==> config.mk <==
export PLATFORM = sky130hd
export DESIGN_NAME = cscan_disk_request_scheduler_unit
export DESIGN_NICKNAME = d
export VERILOG_FILES = /design/src/sv/cscan_pkg.sv /design/src/sv/cscan_disk_request_scheduler_unit.sv /design/src/sv/cscan_ram.sv /design/src/sv/cscan_ctrl.sv /design/src/sv/cscan_dp.sv
export SDC_FILE = /design/constraint.sdc
export NUM_CORES = 1
export LEC_CHECK = 0
export BUFFER_PORTS_ARGS = -buffer_cell sky130_fd_sc_hd__buf_2
export CAP_MARGIN = 25
export CORE_ASPECT_RATIO = 1.2
export CORE_UTILIZATION = 61
export DETAILED_ROUTE_END_ITERATION = 7
export PLACE_DENSITY = 0.78
export SLEW_MARGIN = 15
export SYNTH_ARGS = -nofsm -noshare
export SYNTH_HDL_FRONTEND = slang
export SYNTH_SLANG_ARGS = --single-unit
==> constraint.sdc <==
create_clock -name clk -period 3.8 [get_ports clk]
set_input_delay 0.76 -clock clk [delete_from_list [all_inputs] [get_ports clk]]
set_output_delay 0.76 -clock clk [all_outputs]
set_load 0.005 [all_outputs]
==> src/sv/cscan_pkg.sv <==
// ----------------------------------------------------------------------------
// cscan_pkg
// Shared types and constants for the C-SCAN disk request scheduler.
// ----------------------------------------------------------------------------
package cscan_pkg;

    localparam int TABLE_DEPTH_DEF = 16;
    localparam int TRACK_BITS_DEF  = 16;
    localparam int TAG_BITS_DEF    = 8;

    localparam logic OP_REQUEST = 1'b0;
    localparam logic OP_RELEASE = 1'b1;

    typedef enum logic [2:0] {
        S_IDLE,
        S_EVAL,
        S_FREE,
        S_MIN,
        S_DRAIN,
        S_OUT
    } ctl_state_t;

    typedef enum logic [2:0] {
        K_DIRECT,
        K_FULL,
        K_QUEUE,
        K_MIN,
        K_NONE
    } res_kind_t;

    typedef struct packed {
        logic      load;
        logic      set_kind;
        res_kind_t kind;
        logic      start_free;
        logic      scan_step;
        logic      start_min;
        logic      swap;
        logic      issue;
        logic      finish;
    } ctl_cmd_t;

    typedef struct packed {
        logic op;
        logic busy;
        logic req_full;
        logic act_nonempty;
        logic oth_nonempty;
        logic free_hit;
        logic idx_last;
        logic out_free;
    } ctl_sts_t;

endpackage

==> src/sv/cscan_disk_request_scheduler_unit.sv <==
// ----------------------------------------------------------------------------
// cscan_disk_request_scheduler_unit
// C-SCAN disk head arbiter: grants requests in one-way sweep order.
// ----------------------------------------------------------------------------
// Results: a grant to an idle disk, a dropped request or a release with nothing
//   waiting need no scan before the result is loaded; a queued request first
//   runs a free-slot scan (one slot per cycle); a release grant first runs a
//   minimum-track scan over every slot through the table RAM read port.
// Throughput: one request at a time; next accepted once the result is loaded.
// Reset: tables empty (valid bits cleared at once), head 0, idle, table a.
// ----------------------------------------------------------------------------
module cscan_disk_request_scheduler_unit
    import cscan_pkg::*;
#(
    parameter int TABLE_DEPTH = TABLE_DEPTH_DEF,
    parameter int TRACK_BITS  = TRACK_BITS_DEF,
    parameter int TAG_BITS    = TAG_BITS_DEF,
    parameter int S_DATA_W    = ((TRACK_BITS + TAG_BITS + 7) / 8) * 8,
    parameter int M_DATA_W    = ((TRACK_BITS + TAG_BITS + 2 + 7) / 8) * 8
) (
    input  logic                clk,
    input  logic                rst_n,
    input  logic                s_tvalid,
    output logic                s_tready,
    input  logic [S_DATA_W-1:0] s_tdata,   // track, requester_tag
    input  logic                s_tuser,   // opcode
    output logic                m_tvalid,
    input  logic                m_tready,
    output logic [M_DATA_W-1:0] m_tdata,   // grant_tag, grant_track, table_full, disk_busy
    output logic                m_tuser    // grant_valid
);

    ctl_cmd_t cmd;
    ctl_sts_t sts;

    cscan_ctrl u_ctrl (
        .clk      (clk),
        .rst_n    (rst_n),
        .s_tvalid (s_tvalid),
        .s_tready (s_tready),
        .sts      (sts),
        .cmd      (cmd)
    );

    cscan_dp #(
        .TABLE_DEPTH (TABLE_DEPTH),
        .TRACK_BITS  (TRACK_BITS),
        .TAG_BITS    (TAG_BITS),
        .S_DATA_W    (S_DATA_W),
        .M_DATA_W    (M_DATA_W)
    ) u_dp (
        .clk      (clk),
        .rst_n    (rst_n),
        .s_tdata  (s_tdata),
        .s_tuser  (s_tuser),
        .cmd      (cmd),
        .sts      (sts),
        .m_tvalid (m_tvalid),
        .m_tready (m_tready),
        .m_tdata  (m_tdata),
        .m_tuser  (m_tuser)
    );

    a_accept_blocks: assert property (@(posedge clk) disable iff (!rst_n)
        (s_tvalid && s_tready) |=> !s_tready)
        else $error("request accepted while previous one in progress");

    a_grant_busy: assert property (@(posedge clk) disable iff (!rst_n)
        (m_tvalid && m_tuser) |-> m_tdata[TAG_BITS + TRACK_BITS + 1])
        else $error("grant reported with disk idle");

    a_full_no_grant: assert property (@(posedge clk) disable iff (!rst_n)
        (m_tvalid && m_tdata[TAG_BITS + TRACK_BITS]) |->
        (!m_tuser && m_tdata[TAG_BITS + TRACK_BITS + 1]))
        else $error("table full with grant or idle disk");

    a_one_finish: assert property (@(posedge clk) disable iff (!rst_n)
        cmd.finish |-> !cmd.load && !cmd.issue)
        else $error("finish overlaps load or scan");

endmodule

==> src/sv/cscan_ram.sv <==
// ----------------------------------------------------------------------------
// cscan_ram
// Generic single-write, single-read RAM with registered read data.
// ----------------------------------------------------------------------------
module cscan_ram #(
    parameter int WIDTH = 8,
    parameter int DEPTH = 16
) (
    input  logic                     clk,
    input  logic                     we,
    input  logic [$clog2(DEPTH)-1:0] waddr,
    input  logic [WIDTH-1:0]         wdata,
    input  logic [$clog2(DEPTH)-1:0] raddr,
    output logic [WIDTH-1:0]         rdata
);

    logic [WIDTH-1:0] mem_reg [DEPTH];
    logic [WIDTH-1:0] rdata_reg;

    always_ff @(posedge clk)
    begin
        if (we)
        begin
            mem_reg[waddr] <= wdata;
        end
        rdata_reg <= mem_reg[raddr];
    end

    assign rdata = rdata_reg;

endmodule

==> src/sv/cscan_ctrl.sv <==
// ----------------------------------------------------------------------------
// cscan_ctrl
// Sequencer: decodes a request, runs free-slot and minimum-track scans.
// ----------------------------------------------------------------------------
module cscan_ctrl
    import cscan_pkg::*;
(
    input  logic     clk,
    input  logic     rst_n,
    input  logic     s_tvalid,
    output logic     s_tready,
    input  ctl_sts_t sts,
    output ctl_cmd_t cmd
);

    ctl_state_t state_reg;
    ctl_state_t state_next;

    always_ff @(posedge clk or negedge rst_n)
    begin
        if (!rst_n)
        begin
            state_reg <= S_IDLE;
        end
        else
        begin
            state_reg <= state_next;
        end
    end

    always_comb
    begin
        state_next = state_reg;
        cmd        = '0;
        cmd.kind   = K_NONE;
        s_tready   = 1'b0;
        case (state_reg)
            S_IDLE:
            begin
                s_tready = 1'b1;
                if (s_tvalid)
                begin
                    cmd.load   = 1'b1;
                    state_next = S_EVAL;
                end
            end
            S_EVAL:
            begin
                cmd.set_kind = 1'b1;
                if (sts.op == OP_REQUEST)
                begin
                    if (!sts.busy)
                    begin
                        cmd.kind   = K_DIRECT;
                        state_next = S_OUT;
                    end
                    else if (sts.req_full)
                    begin
                        cmd.kind   = K_FULL;
                        state_next = S_OUT;
                    end
                    else
                    begin
                        cmd.kind       = K_QUEUE;
                        cmd.start_free = 1'b1;
                        state_next     = S_FREE;
                    end
                end
                else
                begin
                    if (sts.act_nonempty)
                    begin
                        cmd.kind      = K_MIN;
                        cmd.start_min = 1'b1;
                        state_next    = S_MIN;
                    end
                    else if (sts.oth_nonempty)
                    begin
                        cmd.kind      = K_MIN;
                        cmd.start_min = 1'b1;
                        cmd.swap      = 1'b1;
                        state_next    = S_MIN;
                    end
                    else
                    begin
                        cmd.kind   = K_NONE;
                        state_next = S_OUT;
                    end
                end
            end
            S_FREE:
            begin
                if (sts.free_hit)
                begin
                    state_next = S_OUT;
                end
                else
                begin
                    cmd.scan_step = 1'b1;
                end
            end
            S_MIN:
            begin
                cmd.issue = 1'b1;
                if (sts.idx_last)
                begin
                    state_next = S_DRAIN;
                end
            end
            S_DRAIN:
            begin
                state_next = S_OUT;
            end
            S_OUT:
            begin
                if (sts.out_free)
                begin
                    cmd.finish = 1'b1;
                    state_next = S_IDLE;
                end
            end
            default:
            begin
                state_next = S_IDLE;
            end
        endcase
    end

endmodule

==> src/sv/cscan_dp.sv <==
// ----------------------------------------------------------------------------
// cscan_dp
// Datapath: sweep tables, head/busy state, scan registers, result register.
// ----------------------------------------------------------------------------
module cscan_dp
    import cscan_pkg::*;
#(
    parameter int TABLE_DEPTH = TABLE_DEPTH_DEF,
    parameter int TRACK_BITS  = TRACK_BITS_DEF,
    parameter int TAG_BITS    = TAG_BITS_DEF,
    parameter int S_DATA_W    = ((TRACK_BITS + TAG_BITS + 7) / 8) * 8,
    parameter int M_DATA_W    = ((TRACK_BITS + TAG_BITS + 2 + 7) / 8) * 8
) (
    input  logic                clk,
    input  logic                rst_n,
    input  logic [S_DATA_W-1:0] s_tdata,
    input  logic                s_tuser,
    input  ctl_cmd_t            cmd,
    output ctl_sts_t            sts,
    output logic                m_tvalid,
    input  logic                m_tready,
    output logic [M_DATA_W-1:0] m_tdata,
    output logic                m_tuser
);

    localparam int IDX_W     = $clog2(TABLE_DEPTH);
    localparam int CNT_W     = $clog2(TABLE_DEPTH + 1);
    localparam int ENT_W     = TRACK_BITS + TAG_BITS;
    localparam int ADDR_W    = IDX_W + 1;
    localparam int RAM_DEPTH = 2 ** ADDR_W;

    logic                        op_reg;
    logic [TRACK_BITS-1:0]       trk_reg;
    logic [TAG_BITS-1:0]         tag_reg;
    logic [TRACK_BITS-1:0]       head_reg;
    logic                        busy_reg;
    logic                        active_reg;
    logic [1:0][TABLE_DEPTH-1:0] valid_reg;
    logic [1:0][CNT_W-1:0]       cnt_reg;
    logic                        tbl_reg;
    logic [IDX_W-1:0]            idx_reg;
    res_kind_t                   kind_reg;
    logic                        rd_pend_reg;
    logic                        rd_vld_reg;
    logic [IDX_W-1:0]            rd_idx_reg;
    logic                        found_reg;
    logic [IDX_W-1:0]            best_idx_reg;
    logic [TRACK_BITS-1:0]       best_trk_reg;
    logic [TAG_BITS-1:0]         best_tag_reg;
    logic                        out_valid_reg;
    logic                        out_gv_reg;
    logic [TAG_BITS-1:0]         out_tag_reg;
    logic [TRACK_BITS-1:0]       out_trk_reg;
    logic                        out_full_reg;
    logic                        out_busy_reg;

    logic                        which;
    logic                        out_free;
    logic                        ram_we;
    logic [ENT_W-1:0]            ram_rdata;
    logic [TRACK_BITS-1:0]       rd_trk;
    logic [TAG_BITS-1:0]         rd_tag;
    logic                        better;

    assign which    = active_reg ^ (trk_reg < head_reg);
    assign out_free = !out_valid_reg || m_tready;
    assign ram_we   = cmd.finish && (kind_reg == K_QUEUE);
    assign rd_trk   = ram_rdata[TRACK_BITS-1:0];
    assign rd_tag   = ram_rdata[ENT_W-1 -: TAG_BITS];
    assign better   = rd_pend_reg && rd_vld_reg && (!found_reg || (rd_trk < best_trk_reg));

    cscan_ram #(
        .WIDTH (ENT_W),
        .DEPTH (RAM_DEPTH)
    ) u_ram (
        .clk   (clk),
        .we    (ram_we),
        .waddr ({tbl_reg, idx_reg}),
        .wdata ({tag_reg, trk_reg}),
        .raddr ({tbl_reg, idx_reg}),
        .rdata (ram_rdata)
    );

    always_comb
    begin
        sts.op           = op_reg;
        sts.busy         = busy_reg;
        sts.req_full     = (cnt_reg[which] == CNT_W'(TABLE_DEPTH));
        sts.act_nonempty = (cnt_reg[active_reg] != '0);
        sts.oth_nonempty = (cnt_reg[~active_reg] != '0);
        sts.free_hit     = !valid_reg[tbl_reg][idx_reg];
        sts.idx_last     = (idx_reg == IDX_W'(TABLE_DEPTH - 1));
        sts.out_free     = out_free;
    end

    // item payload and scan payload
    always_ff @(posedge clk)
    begin
        if (cmd.load)
        begin
            op_reg  <= s_tuser;
            trk_reg <= s_tdata[TRACK_BITS-1:0];
            tag_reg <= s_tdata[ENT_W-1 -: TAG_BITS];
        end
        if (cmd.start_free)
        begin
            tbl_reg <= which;
            idx_reg <= '0;
        end
        else if (cmd.start_min)
        begin
            tbl_reg <= cmd.swap ? ~active_reg : active_reg;
            idx_reg <= '0;
        end
        else if (cmd.scan_step || cmd.issue)
        begin
            idx_reg <= idx_reg + 1'b1;
        end
        rd_idx_reg <= idx_reg;
        rd_vld_reg <= valid_reg[tbl_reg][idx_reg];
        if (better)
        begin
            best_idx_reg <= rd_idx_reg;
            best_trk_reg <= rd_trk;
            best_tag_reg <= rd_tag;
        end
        if (cmd.finish)
        begin
            out_gv_reg   <= (kind_reg == K_DIRECT) || (kind_reg == K_MIN);
            out_full_reg <= (kind_reg == K_FULL);
            out_busy_reg <= (kind_reg != K_NONE);
            case (kind_reg)
                K_DIRECT:
                begin
                    out_tag_reg <= tag_reg;
                    out_trk_reg <= trk_reg;
                end
                K_MIN:
                begin
                    out_tag_reg <= best_tag_reg;
                    out_trk_reg <= best_trk_reg;
                end
                default:
                begin
                    out_tag_reg <= '0;
                    out_trk_reg <= '0;
                end
            endcase
        end
    end

    // scheduler state
    always_ff @(posedge clk or negedge rst_n)
    begin
        if (!rst_n)
        begin
            head_reg      <= '0;
            busy_reg      <= 1'b0;
            active_reg    <= 1'b0;
            valid_reg     <= '0;
            cnt_reg       <= '0;
            kind_reg      <= K_NONE;
            rd_pend_reg   <= 1'b0;
            found_reg     <= 1'b0;
            out_valid_reg <= 1'b0;
        end
        else
        begin
            rd_pend_reg <= cmd.issue;
            if (cmd.set_kind)
            begin
                kind_reg <= cmd.kind;
            end
            if (cmd.start_min)
            begin
                found_reg <= 1'b0;
                if (cmd.swap)
                begin
                    active_reg <= ~active_reg;
                end
            end
            else if (better)
            begin
                found_reg <= 1'b1;
            end
            if (cmd.finish)
            begin
                out_valid_reg <= 1'b1;
                case (kind_reg)
                    K_DIRECT:
                    begin
                        busy_reg <= 1'b1;
                        head_reg <= trk_reg;
                    end
                    K_QUEUE:
                    begin
                        valid_reg[tbl_reg][idx_reg] <= 1'b1;
                        cnt_reg[tbl_reg]            <= cnt_reg[tbl_reg] + 1'b1;
                    end
                    K_MIN:
                    begin
                        valid_reg[tbl_reg][best_idx_reg] <= 1'b0;
                        cnt_reg[tbl_reg]                 <= cnt_reg[tbl_reg] - 1'b1;
                        head_reg                         <= best_trk_reg;
                    end
                    K_NONE:
                    begin
                        busy_reg <= 1'b0;
                    end
                    default:
                    begin
                        busy_reg <= busy_reg;
                    end
                endcase
            end
            else if (m_tready)
            begin
                out_valid_reg <= 1'b0;
            end
        end
    end

    assign m_tvalid = out_valid_reg;
    assign m_tuser  = out_gv_reg;
    assign m_tdata  = M_DATA_W'({out_busy_reg, out_full_reg, out_trk_reg, out_tag_reg});

endmodule
; ---- Word level (Yosys, flattened, before mapping)
; Memories as Yosys holds them, arrays and structs flattened. A register that Yosys moved wholly into a read port is not among the register bits.
; Cells that the tools add are included.
[word_totals]
regBits = 159
mem_bits_rw = 768
output_inout_bits = 35
wordCells = 161
mem_count = 1
[op_classes]
add_sub_neg = 3
magnitude_cmp = 11
n_eq_ne = 16
n_mux = 71
bitwise_logic = 5
reduce_logical = 27
[mem_list]
columns = name, depth, width, read_ports, rd_clocked_by_memory_dff, wr, line
row1 = u_dp.u_ram.mem_reg, 32, 24, 1, 1, 1, cscan_ram.sv:17  ; logic [WIDTH-1:0] mem_reg [DEPTH];
[op_table]
columns = op, n
row1 = $mux W16, 4
row2 = $pmux W16 S2, 2
row3 = $pmux W32 S2, 1
row4 = $mux W5, 10
row5 = $mux W3, 13
row6 = $and A32 B32 Y32, 1
row7 = $demux W16 S1, 2
row8 = $lt A16 B16 Y1, 2
row9 = $not A32 Y32, 1
row10 = $or A32 B32 Y32, 1
row11 = $mux W1, 25
row12 = $bwmux W10, 2
row13 = $pmux W10 S2, 1
row14 = $pmux W3 S6, 1
row15 = $pmux W8 S2, 1
row16 = $eq A3 B2 Y1 const B, 4
row17 = $reduce_bool A2 Y1, 6
row18 = $lt A4 B5 Y1 const B, 2
row19 = $reduce_bool A5 Y1, 2
row20 = $eq A3 B3 Y1 const B, 3
row21 = $demux W1 S4, 2
row22 = $ge A4 B1 Y1 const B, 2
row23 = $lt A1 B2 Y1 const B, 4
row24 = $mux W2, 4
row25 = other kinds (22), 37

; ---- Depth between registers and ports, before layout
[depth]
ltp_word = 11
mapped_depth = 10

; ---- Hierarchy
; From an unflattened synthesis, not the netlist that was laid out.
[hier_totals]
hier_cells = 2343
area_unflattened_um2 = 37865.1
[by_module_without_submodules]
columns = module, n_inst, cells_each, area_per_inst_um2
row1 = cscan_ram, 1, 1711, 30480.5
row2 = cscan_dp, 1, 591, 7068.0
row3 = cscan_ctrl, 1, 41, 316.6

; ---- Worst setup path after synthesis
; OpenSTA, ideal clock, no wires.
[synth_timing]
path_kind = input -> register
from = in m_tready
to = mem u_dp.u_ram.mem_reg[28][0] (netlist bit), enable pin
setup_time_ns = 0.406
arrival_ns = 2.969
required_time_ns = 3.394
path_slack_ns = 0.424
cell_stages = 7
cell_sequence = inv_1 > nand2_1 > nand4_1 > nor3_1 > clkbuf_1 > nand3_1 > nor2_1
[synth_between]
elab_chain_len = 6
[synth_rtl]
columns = item, line
row1 = from (decl), cscan_disk_request_scheduler_unit.sv:28  ; input logic m_tready,
row2 = $logic_or A1 B1 Y1, cscan_dp.sv:66  ; assign out_free = !out_valid_reg || m_tready;
row3 = $mux W1, cscan_ctrl.sv:116  ; if (sts.out_free)
row4 = $mux W1, cscan_ctrl.sv:37  ; case (state_reg)
row5 = $logic_and A1 B1 Y1, cscan_dp.sv:67  ; assign ram_we = cmd.finish && (kind_reg == K_QUEUE);
row6 = $mux W1, cscan_ram.sv:22  ; if (we)
row7 = $mux W1 (implied by the code), cscan_ram.sv:24  ; mem_reg[waddr] <= wdata;
row8 = to (decl), cscan_ram.sv:17
; Every way passes these cells.

; ---- Worst setup path after layout
[layout_timing]
from = reg u_ctrl.state_reg[0]
to = mem u_dp.u_ram.mem_reg[11][18] (netlist bit), enable pin
[layout_between]
elab_chain_len = 5
[layout_rtl]
columns = item, line
row1 = from (decl), cscan_ctrl.sv:16  ; ctl_state_t state_reg;
row2 = from (signal assigned), cscan_ctrl.sv:27  ; state_reg <= state_next;
row3 = $eq A3 B3 Y1, cscan_ctrl.sv:37
row4 = $mux W1, cscan_ctrl.sv:37
row5 = $logic_and A1 B1 Y1, cscan_dp.sv:67
row6 = $mux W1, cscan_ram.sv:22
row7 = $mux W1 (implied by the code), cscan_ram.sv:24
; Every way passes these cells.

==> impl_metrics.sql <==
INSERT INTO impl_metrics (metric_group, metric, value, unit) VALUES
('grt', 'grt.total_usage', '0.2962', ''),
('cells_and_area', 'layout-area-overhead-vs-synth', '14.08', '%'),
('drt', 'number_of_nets_with_antenna_violations_after_routing', '0', ''),
('cells_and_area', 'post_route_cells_drive_above_1_share', '0.2885', ''),
('synthesis', 'yosysTopAreaCellShare', '0.6913', ''),
('floorplan', 'row_count', '98', ''),
('cells_and_area', 'fillerInstances', '3462', ''),
('cells_and_area', 'register_area', '0.02790', 'sq mm'),
('clock_network', 'tritoncts', 'built', ''),
('clock_network', 'clock_tree.buffer_depth', '3', ''),
('cells_and_area', 'nNetsFinal', '2055', ''),
('synthesis', 'synth_ff_type', 'edfxtp_1', ''),
('placed_design', 'numPortBuffers', '57', ''),
('grt', 'globalRoute.totalOverflow', '0', ''),
('timing', 'setup_violation_total_in_the_final_timing_report', '0', ''),
('floorplan', 'design.core.area', '0.05971', 'sq mm'),
('placed_design', 'dp_hpwl', '53790', 'microns'),
('timing', 'grt_setup_unrepaired', 'no', ''),
('grt', 'grt_antenna_before_repair', '6', ''),
('clock_network', 'clkLatencyLatePin', '0.65', 'ns'),
('timing', 'max_slew.worst_pin.slew', '0.9169', 'ns'),
('clock_network', 'ctsHtreeMaxLevel', '3', ''),
('run_status', 'run_status', 'complete, no violations', ''),
('timing', 'max_clock_freq', '321.8', 'MHz'),
('grt', 'grt_first_pass_wirelength', '128600', 'microns'),
('cells_and_area', 'postLayoutCellArea', '0.04207', 'sq mm'),
('timing', 'finalCritPeriodShare', '0.8178', ''),
('drt', 'detailedRoute.firstIterationViolations', '2171', ''),
('floorplan', 'die_w', '226.5', 'microns'),
('grt', 'grt_pass1_vias', '19210', ''),
('synthesis', 'post_synthesis_sequential_element_count', '951', ''),
('power', 'power', '28.25', 'mW'),
('cells_and_area', 'multi_input_area', '0.008682', 'sq mm'),
('clock_network', 'clk_transition_reported_paths', '0.06', 'ns'),
('synthesis', 'synth.largest_area_cell', 'edfxtp_1', ''),
('critical_path', 'worstPathArrival', '3.44', 'ns'),
('clock_network', 'cts_hold_buffers', '0', ''),
('timing', 'final.setup_skew', '0.02296', 'ns'),
('critical_path', 'end_kind', 'register', ''),
('floorplan', 'top_level_ports', '64', ''),
('critical_path', 'timing.critical_path.required', '4.14', 'ns'),
('power', 'leakagePower', '13.99', 'nW'),
('synthesis', 'synth_seq_area_share', '0.7561', ''),
('synthesis', 'netlist_instances', '1825', ''),
('timing', 'final-hold-violation-count', '0', ''),
('critical_path', 'timing.setup.critical_path_class', 'reg -> reg', ''),
('clock_network', 'clock-root-buffer', 'clkbuf_16', ''),
('timing', 'final_max_slew_viol_count', '0', ''),
('synthesis', 'yosys_warnings', '0', ''),
('floorplan', 'initial_utilization', '0.6175', ''),
('timing', 'timing.hold.ws', '0.2194', 'ns'),
('critical_path', 'critPathMaxFanout', '17', ''),
('drt', 'postRouteWirelength', '87100', 'microns'),
('clock_network', 'cts_num_sinks', '951', ''),
('cells_and_area', 'post-route-util', '0.7045', ''),
('timing', 'slew-limit-headroom', '0.3887', ''),
('clock_network', 'postCtsSetupRepairBufs', '0', ''),
('min_path', 'holdCritPathClass', 'in -> async', ''),
('power', 'irDropWorstVdd', '0.4380', 'mV'),
('synthesis', 'postSynthAreaPerCell', '20.21', 'sq um'),
('clock_network', 'cts_resized', '0', ''),
('drt', 'avgViaCountPerCell', '6.596', ''),
('timing', 'timing.setup.tns', '0', 'ns'),
('power', 'power.density', '671.5', 'mW/mm^2'),
('floorplan', 'die_area', '0.06144', 'sq mm'),
('drt', 'remaining_drc_errors', '0', ''),
('drt', 'vias', '18910', ''),
('floorplan', 'die-height', '271.3', 'microns'),
('synthesis', 'synth-edff-count', '849', ''),
('flow_run', 'max_cap_viol_count', '0', ''),
('grt', 'grt_max_degree', '86', ''),
('critical_path', 'reg2regPathDepth', '6', ''),
('critical_path', 'timing.critical_path.from_type', 'register', ''),
('synthesis', 'synth_area_leaders', 'edfxtp_1 69%, mux4_2 15%, dfrtp_1 4.6%', ''),
('synthesis', 'postSynth.asyncResetShare', '0.07256', ''),
('drt', 'first_pass_iters', '6', ''),
('placed_design', 'dpl-instance-area', '0.03914', 'sq mm'),
('synthesis', 'netlist_area', '0.03688', 'sq mm'),
('timing', 'fin_crit', '3.108', 'ns'),
('clock_network', 'cts-buffers-inserted', '89', ''),
('synthesis', 'synth.distinct_cells', '61', ''),
('placed_design', 'place_congestion', '0.9197', ''),
('cells_and_area', 'max_reg_flops', '768', ''),
('drt', 'wl_per_cell', '30.38', 'microns');
## cell usage after synthesis (all sizes together), types with 4 or more instances
| master | instances |
|---|---|
| a21o | 9 |
| a21oi | 29 |
| a22o | 8 |
| a31oi | 21 |
| buf | 41 |
| clkbuf | 49 |
| dfrtp | 68 |
| dfxtp | 33 |
| edfxtp | 849 |
| ha | 36 |
| inv | 43 |
| mux2i | 9 |
| mux4 | 248 |
| nand2 | 174 |
| nand2b | 12 |
| nand3 | 11 |
| nand4 | 4 |
| nor2 | 88 |
| nor2b | 6 |
| nor3 | 9 |
| o21ai | 12 |
| o22a | 12 |
| o32a | 8 |
| or2 | 4 |
| xnor2 | 4 |
| xor2 | 7 |
## critical path: stages, from the launching register on
cell     delay [ns]
dfrtp_1        0.60
nand4_1        0.46
nor3_1         0.49
buf_4          0.23
nand3_1        0.33
nor2_4         0.46
buf_12         0.22
## final timing paths
kind,from,slack [ns],endpoint
max in group asynchronous,rst_n,2.75,u_dp.valid_reg[26]
min,rst_n,0.22,u_dp.m_tvalid
max,u_ctrl.state_reg[0],0.69,u_dp.u_ram.mem_reg[11][18]
min in group clk,s_tdata[22],0.28,u_dp.tag_reg[6]
min reg2reg,u_dp.u_ram.rdata[22],0.41,u_dp.best_tag_reg[6]
max reg2reg,u_ctrl.state_reg[0],0.69,u_dp.u_ram.mem_reg[11][18]
## stage by stage
stage                     std cells  setup slack [ns]
after floorplan                1830            0.4244
after global placement         2692            0.5412
after detailed placement       2696            0.5236
after CTS                      2863            0.7714
after global routing           2867            0.5018
final                          2867            0.6923
## cell families (layout without fill, tap and decap cells)
kind of cell,count (synthesis),count (layout),synth area share
compound gates,115,115,0.02263
fa+ha+maj,36,36,0.01221
other cells,1,7,0.0001017
mux,259,259,0.1547
buf+inv,133,369,0.01574
xor+xnor,11,11,0.002612
simple gates,319,319,0.03586
flops,951,951,0.7561
## power by group
| group | leakage (nW) | internal [mW] | total (mW) | switching (mW) |
|---|---|---|---|---|
| clock | 1.40 | 4.99 | 8.79 | 3.80 |
| combinational | 3.79 | 2.85 | 6.51 | 3.66 |
| sequential | 8.80 | 12.4 | 12.9 | 0.567 |
| total | 14.0 | 20.2 | 28.2 | 8.03 |
## layout by cell type, fill, tap and decap left out, types with 4 or more instances in the layout
| cell | netlist | layout |
|---|---|---|
| inv_2 | 6 | 6 |
| clkbuf_16 | 0 | 90 |
| inv_1 | 37 | 37 |
| a22o_1 | 8 | 8 |
| clkbuf_8 | 0 | 6 |
| edfxtp_1 | 849 | 849 |
| a21o_1 | 8 | 8 |
| clkbuf_1 | 49 | 23 |
| o32a_1 | 8 | 8 |
| nor2b_1 | 6 | 5 |
| dfrtp_1 | 68 | 68 |
| nand2b_1 | 12 | 12 |
| buf_2 | 22 | 57 |
| ha_1 | 36 | 36 |
| nand2_1 | 174 | 174 |
| xnor2_1 | 4 | 4 |
| buf_12 | 1 | 26 |
| inv_6 | 0 | 4 |
| a31oi_1 | 21 | 21 |
| nor3_1 | 9 | 8 |
| nand4_1 | 4 | 4 |
| mux2i_1 | 8 | 8 |
| clkinv_1 | 0 | 12 |
| nand3_1 | 11 | 11 |
| xor2_1 | 7 | 7 |
| a21oi_1 | 28 | 28 |
| clkinv_2 | 0 | 16 |
| buf_8 | 0 | 6 |
| nor2_4 | 0 | 32 |
| mux4_2 | 248 | 248 |
| conb_1 | 1 | 6 |
| bufinv_16 | 0 | 7 |
| clkinvlp_4 | 0 | 6 |
| dfxtp_1 | 33 | 29 |
| dfxtp_4 | 0 | 4 |
| o22a_1 | 12 | 12 |
| buf_4 | 10 | 69 |
| o21ai_0 | 7 | 7 |
| nor2_1 | 88 | 55 |
## final cells by class
class / instances / share of cell area
clock inverter: 48 / 0.01095
timing repair buffer: 159 / 0.03426
tap: 800 / 0.02379
inverter: 43 / 0.003837
clock buffer: 119 / 0.05755
sequential: 951 / 0.6632
antenna: 1 / 0.00005948
multi-input combinational: 746 / 0.2064
## routing by layer
layer / vias to the layer above / GRT usage / part of all wire
met3: 189 / 0.05390 / 0.089
met1: 9919 / 0.4048 / 0.37
met5: - / 0 / 0.00032
met2: 1113 / 0.4831 / 0.50
li1: 7687 / - / -
met4: 4 / 0.1095 / 0.034
(Power assumes the default switching activity.)
